`src/design/scc_pkg.sv`:
```
// ----------------------------------------------------------------------------
// scc_pkg
// Shared types and codes for the proxy client handshake checker.
// ----------------------------------------------------------------------------
package scc_pkg;

	localparam logic [2:0] PH_WAIT_SOCKET = 3'd0;
	localparam logic [2:0] PH_REPLY       = 3'd1;
	localparam logic [2:0] PH_AUTH        = 3'd2;
	localparam logic [2:0] PH_TUNNEL      = 3'd3;
	localparam logic [2:0] PH_CONNECTED   = 3'd4;
	localparam logic [2:0] PH_FAILED      = 3'd5;

	localparam logic [2:0] EV_WAIT       = 3'd0;
	localparam logic [2:0] EV_V4_CONNECT = 3'd1;
	localparam logic [2:0] EV_METHOD_REQ = 3'd2;
	localparam logic [2:0] EV_USER_PASS  = 3'd3;
	localparam logic [2:0] EV_V5_CONNECT = 3'd4;
	localparam logic [2:0] EV_CONNECTED  = 3'd5;
	localparam logic [2:0] EV_DATA       = 3'd6;
	localparam logic [2:0] EV_ERROR      = 3'd7;

	localparam logic [1:0] ERR_BAD_REPLY  = 2'd0;
	localparam logic [1:0] ERR_BAD_STATE  = 2'd1;
	localparam logic [1:0] ERR_ASSOC_DATA = 2'd2;

	localparam logic [1:0] REG_PROXY_KIND       = 2'd0;
	localparam logic [1:0] REG_AUTH_OFFERED     = 2'd1;
	localparam logic [1:0] REG_ASSOCIATION_LINK = 2'd2;

	localparam logic [7:0] V4_VERSION     = 8'h00;
	localparam logic [7:0] V4_GRANTED     = 8'h90;
	localparam logic [7:0] V5_VERSION     = 8'h05;
	localparam logic [7:0] METHOD_NONE    = 8'h00;
	localparam logic [7:0] METHOD_USERPASS = 8'h02;
	localparam logic [7:0] ATYP_IPV4      = 8'h01;
	localparam logic [7:0] ATYP_IPV6      = 8'h04;
	localparam logic [7:0] AUTH_VERSION   = 8'h01;
	localparam logic [7:0] STATUS_OK      = 8'h00;

	localparam logic [4:0] LEN_V4_REPLY   = 5'd8;
	localparam logic [4:0] LEN_SHORT      = 5'd2;
	localparam logic [4:0] LEN_CONN_HEAD  = 5'd4;
	localparam logic [4:0] LEN_CONN_V4    = 5'd10;
	localparam logic [4:0] LEN_CONN_V6    = 5'd22;
	localparam logic [4:0] COUNT_MAX      = 5'd31;

	typedef struct packed {
		logic       proxy_kind;
		logic       auth_offered;
		logic       association_link;
	} scc_cfg_t;

	typedef struct packed {
		logic [2:0] phase;
		logic [4:0] byte_count;
		logic       version_ok;
		logic       status_ok;
		logic       method_is_userpass;
		logic       address_is_v6;
		logic       address_type_ok;
	} scc_state_t;

	typedef struct packed {
		logic       mode;
		logic [7:0] rx_byte;
		logic       chunk_end;
	} scc_item_t;

	typedef struct packed {
		logic [2:0] event_res;
		logic [7:0] data_out;
		logic [1:0] method_count;
		logic [1:0] error_kind;
	} scc_result_t;

endpackage

```
`src/design/scc_step.sv`:
```
// ----------------------------------------------------------------------------
// scc_step
// Per-item handshake logic: captures reply bytes, judges a reply at chunk
// end and gives the next state and the result of one item.
// ----------------------------------------------------------------------------
module scc_step import scc_pkg::*; (
	input  scc_cfg_t    cfg,
	input  scc_state_t  st,
	input  scc_item_t   item,
	output scc_state_t  st_next,
	output scc_result_t res
);

	scc_state_t cap;
	scc_state_t cleared;
	logic [2:0] ev;
	logic [1:0] err;
	logic [4:0] need;
	logic [7:0] b;
	logic       idx0;
	logic       idx1;
	logic       idx3;

	assign b    = item.rx_byte;
	assign idx0 = (st.byte_count == 5'd0);
	assign idx1 = (st.byte_count == 5'd1);
	assign idx3 = (st.byte_count == 5'd3);

	// reply byte capture
	always_comb begin
		cap = st;
		if (st.phase == PH_REPLY) begin
			if (!cfg.proxy_kind) begin
				if (idx0) cap.version_ok = (b == V4_VERSION);
				if (idx1) cap.status_ok = (b == V4_GRANTED);
			end else begin
				if (idx0) cap.version_ok = (b == V5_VERSION);
				if (idx1) begin
					cap.status_ok = (b == METHOD_NONE) || (b == METHOD_USERPASS);
					cap.method_is_userpass = (b == METHOD_USERPASS);
				end
			end
		end else if (st.phase == PH_AUTH) begin
			if (idx0) cap.version_ok = (b == AUTH_VERSION);
			if (idx1) cap.status_ok = (b == STATUS_OK);
		end else begin
			if (idx0) cap.version_ok = (b == V5_VERSION);
			if (idx1) cap.status_ok = (b == STATUS_OK);
			if (idx3) begin
				cap.address_type_ok = (b == ATYP_IPV4) || (b == ATYP_IPV6);
				cap.address_is_v6 = (b == ATYP_IPV6);
			end
		end
		if (st.byte_count < COUNT_MAX) cap.byte_count = st.byte_count + 5'd1;
	end

	always_comb begin
		cleared = '0;
		st_next = st;
		res = '0;
		ev = EV_WAIT;
		err = ERR_BAD_REPLY;
		need = LEN_SHORT;
		if (!item.mode) begin
			if (st.phase == PH_WAIT_SOCKET) begin
				st_next = cleared;
				st_next.phase = PH_REPLY;
				if (!cfg.proxy_kind) begin
					ev = EV_V4_CONNECT;
				end else begin
					ev = EV_METHOD_REQ;
					res.method_count = cfg.auth_offered ? 2'd2 : 2'd1;
				end
			end else begin
				ev = EV_ERROR;
				err = ERR_BAD_STATE;
			end
		end else begin
			case (st.phase)
				PH_CONNECTED: begin
					if (cfg.association_link) begin
						ev = EV_ERROR;
						err = ERR_ASSOC_DATA;
					end else begin
						ev = EV_DATA;
						res.data_out = b;
					end
				end
				PH_REPLY, PH_AUTH, PH_TUNNEL: begin
					st_next = cap;
					if (item.chunk_end) begin
						if (st.phase == PH_TUNNEL) begin
							need = cap.address_is_v6 ? LEN_CONN_V6 : LEN_CONN_V4;
							if (cap.byte_count < LEN_CONN_HEAD) begin
								ev = EV_WAIT;
							end else if (!cap.version_ok || !cap.status_ok ||
								!cap.address_type_ok) begin
								ev = EV_ERROR;
							end else if (cap.byte_count < need) begin
								ev = EV_WAIT;
							end else if (cap.byte_count > need) begin
								ev = EV_ERROR;
							end else begin
								ev = EV_CONNECTED;
								st_next = cleared;
								st_next.phase = PH_CONNECTED;
							end
						end else begin
							if (st.phase == PH_REPLY && !cfg.proxy_kind) need = LEN_V4_REPLY;
							if (cap.byte_count > need) begin
								ev = EV_ERROR;
							end else if (cap.byte_count < need) begin
								ev = EV_WAIT;
							end else if (!cap.version_ok || !cap.status_ok) begin
								ev = EV_ERROR;
							end else if (st.phase == PH_REPLY && !cfg.proxy_kind) begin
								ev = EV_CONNECTED;
								st_next = cleared;
								st_next.phase = PH_CONNECTED;
							end else if (st.phase == PH_REPLY && cap.method_is_userpass) begin
								if (!cfg.auth_offered) begin
									ev = EV_ERROR;
								end else begin
									ev = EV_USER_PASS;
									st_next = cleared;
									st_next.phase = PH_AUTH;
								end
							end else begin
								ev = EV_V5_CONNECT;
								st_next = cleared;
								st_next.phase = PH_TUNNEL;
							end
						end
					end
				end
				default: begin
					ev = EV_ERROR;
					err = ERR_BAD_STATE;
				end
			endcase
		end
		if (ev == EV_ERROR) begin
			st_next.phase = PH_FAILED;
			res.error_kind = err;
		end
		res.event_res = ev;
	end

endmodule

```
`config.mk`:
```
export PLATFORM = sky130hd
export DESIGN_NAME = scc_step
export DESIGN_NICKNAME = d
export VERILOG_FILES = /design/src/design/scc_pkg.sv /design/src/design/scc_step.sv
export SDC_FILE = /design/constraint.sdc
export NUM_CORES = 1
export LEC_CHECK = 0
export BUFFER_PORTS_ARGS = -buffer_cell sky130_fd_sc_hd__buf_2
export CAP_MARGIN = 20
export CORE_AREA = 2 2 54 56
export DETAILED_ROUTE_END_ITERATION = 8
export DIE_AREA = 0 0 56 58
export MAX_ROUTING_LAYER = met4
export PLACE_DENSITY = 0.81
export SLEW_MARGIN = 20
export SYNTH_ARGS = -nofsm -noshare
export SYNTH_HDL_FRONTEND = slang
export SYNTH_SLANG_ARGS = --single-unit
```
`constraint.sdc`:
```
create_clock -name vclk -period 4.3
set_clock_uncertainty 0.15 [all_clocks]
set_input_delay 0.43 -clock vclk [all_inputs]
set_output_delay 0.43 -clock vclk [all_outputs]
set_load 0.01 [all_outputs]
```
==> metrics.md <==
| Metric | Value |
|---|---|
| Status | `completed` |
| Mean Syn Cell Area | `6.20 sq um` |
| Number of setup violations in the final report | `0` |
| Post-synthesis sequential area ratio | `0` |
| Crit path from | `st[5]` |
| Vias in the first global route | `1466` |
| Diodes inserted | `0` |
| CP startpoint kind | `input pin` |
| Vias per cell | `6.06` |
| Setup Crit Path Kind | `input pin to primary output` |
| Largest net degree at the start of global routing | `17` |
| Core region area | `2660 sq um` |
| Overall Global Routing Usage | `0.241` |
| Overflow after GRT | `0` |
| Simple-Gate Fraction of Synth Area | `0.437` |
| Mapped Area | `1280 sq um` |
| Worst Setup EP | `st_next[11]` |
| Detailed placement HPWL | `3.19 mm` |
| Drt first pass iters | `4` |
| Top Metal Used | `met4` |
| Critical path fanouts, max | `7` |
| Final nets | `287` |
| Hold WC Path Type | `input pin to primary output` |
| WHS | `1.01 ns` |
| Synth Area in XOR/XNOR | `0.0273` |
| IO Count | `54` |
| Pwr dens | `93.0 nW/um^2` |
| Post-Route M1 WL | `1.72 mm` |
| Routed wl met2 | `1.89 mm` |
| Post-synth cell types | `53` |
| Slew Limit Headroom | `0.378` |
| Share of cells above drive strength 1 | `0.247` |
| Global-route wire length before repair | `6.48 mm` |
| Worst slew pin tran | `0.925 ns` |
| Final period utilization | `0.935` |
| Min Clock Period, post-route | `4.02 ns` |
| Setup ws final | `0.280 ns` |
| Worst setup EP type | `primary output` |
| Area Growth Syn to Fin | `19.5%` |
| Syn Nets | `241` |
| Setup total negative slack | `0 ns` |
| CP required | `3.72 ns` |
| Initial Util | `0.482` |
| Leak Pwr | `0.691 nW` |
| Max Slew Vio Count | `0` |
| Register area | `0 sq um` |
| RSZ-0062 raised after global routing | `no` |
| Largest family of logic cells by synthesized area | `simple AND/OR/NAND/NOR gates` |
| FP Rows | `19` |
| Final wirelength | `3.90 mm` |
| VDD IR-drop max | `0.0569 mV` |
| Hold Vio Cnt, Final | `0` |
| DIE HEIGHT | `58 microns` |
| Arrival time worst endpoint | `3.44 ns` |
| Post-synthesis mux area share | `0.0156` |
| YS warnings | `0` |
| Final RePlAce weighted congestion | `0.983` |
| Setup repair bufs after CTS | `0` |
| Tot Pwr | `0.000143 W` |
| Post-synthesis compound-gate area fraction | `0.356` |
| Die span in x | `56 microns` |
| Met3 WL | `273 microns` |
| Mapped Cells | `207` |
| DRC Markers | `0` |
| Synth Area in Adders | `0.0780` |
| Die Footprint | `3250 sq um` |
| DR WL/cell | `13.8 microns` |
| Final-layout clock buffer total | `0` |
| Routed vias | `1710` |
| Pre-CTS setup slack | `0.314 ns` |
| Initial antenna violation count | `0` |
| DRT iter0 DRCs | `103` |
| Max cap viols | `0` |
| Fmax | `249 MHz` |
| Antenna Violating Nets Remaining | `0` |
| I/O Buffers | `54` |
| FF+latch count | `0` |
worst max-delay path, stage by stage:
cell and delay, ns:
buf_2 0.14, ha_1 0.28, nor4b_1 0.25, o21ai_1 0.18, nor2_1 0.16, a21oi_2 0.07
ha_1 0.31, inv_1 0.04, o21a_1 0.17, o21ai_0 0.22, o41ai_1 0.15, o311a_1 0.39
a2111o_1 0.37, and3_1 0.15, buf_2 0.13
final cells by class:
type,count,area [sq um]
inverter,13,48.8
tap,31,38.8
multi-input combinational,184,1180
timing repair buffer,54,270
fill,307,1130
logic make-up (layout without fill, tap and decap cells):
kind of cell / count (synthesis) / count (layout)
adder cells (fa/ha/maj): 8 / 8
AO/OA/AOI/OAI: 70 / 70
buffers and inverters: 23 / 67
AND/OR/NAND/NOR: 100 / 100
XOR/XNOR: 4 / 4
multiplexers: 2 / 2
cell usage in the layout, fill, tap and decap left out, types with 2 or more instances in the layout:
master     Yosys  routed
or3_1          2       2
nand2_1       21      21
nor3_1         7       7
o211ai_1       4       4
o21a_1         4       4
buf_2          2      54
nor4b_1        4       4
nand2b_1       2       2
mux2i_1        2       2
a21o_1         2       2
inv_1         12      12
a31oi_1        4       4
and3_1         4       4
ha_1           8       8
nand3_1       10      10
xnor2_1        3       3
nor4_1         6       6
nor2_1        18      18
o2111ai_1      2       2
o41ai_1        2       2
o21ai_1        4       4
nor4bb_1       2       2
and2_1        10      10
o211a_1        2       2
o21ai_0       14      14
nand4_1        3       3
a32o_1         4       4
a21oi_1       20      19
metrics by stage:
stage	std cells	area (sq um)	utilization
after floorplan	207	1280	-
after global placement	282	1530	0.575
after detailed placement	282	1530	0.575
after CTS	282	1530	0.575
after global routing	282	1530	0.576
final	282	1530	0.576
worst min path at each step:
stage	start	cells after the start	endpoint	slack (ns)
5_1_grt	st[3]	4	st_next[3]	1.03
2_1_floorplan	cfg[1]	1	res[2]	0.76
6_report	st[4]	4	st_next[4]	1.01
3_5_place_dp	st[3]	4	st_next[3]	1.01
3_3_place_gp	cfg[1]	3	res[2]	1.01
4_1_cts	st[3]	4	st_next[3]	1.01
cells in the mapped netlist, types with 3 or more instances:
cell | count | share of area
a31oi_1 | 4 | 0.019
o211ai_1 | 4 | 0.023
and2_1 | 10 | 0.049
clkbuf_1 | 3 | 0.0088
nor4_1 | 6 | 0.029
o21ai_0 | 14 | 0.055
inv_1 | 12 | 0.035
nand2_1 | 21 | 0.061
nand3_1 | 10 | 0.039
o21a_1 | 4 | 0.023
nor4b_1 | 4 | 0.027
nand4_1 | 3 | 0.015
nor2_1 | 18 | 0.053
xnor2_1 | 3 | 0.020
a21oi_1 | 20 | 0.078
a32o_1 | 4 | 0.031
o21ai_1 | 4 | 0.016
nor3_1 | 7 | 0.027
ha_1 | 8 | 0.078
and3_1 | 4 | 0.019
where the power goes:
group          total (W)  switching [W]  internal (W)
clock                  0              0             0
combinational   0.000143      0.0000873     0.0000553
sequential             0              0             0
routing by layer:
metal,GRT usage,up-vias
met5,-,-
met4,0.0272,0
met3,0.00893,2
met2,0.417,68
met1,0.325,758
li1,-,882
timing repair:
action	CTS	global route
gates resized for setup	0	1
setup endpoints to repair	0	1
hold buffers	0	0
Note: power is estimated with default switching activity, not from simulation.
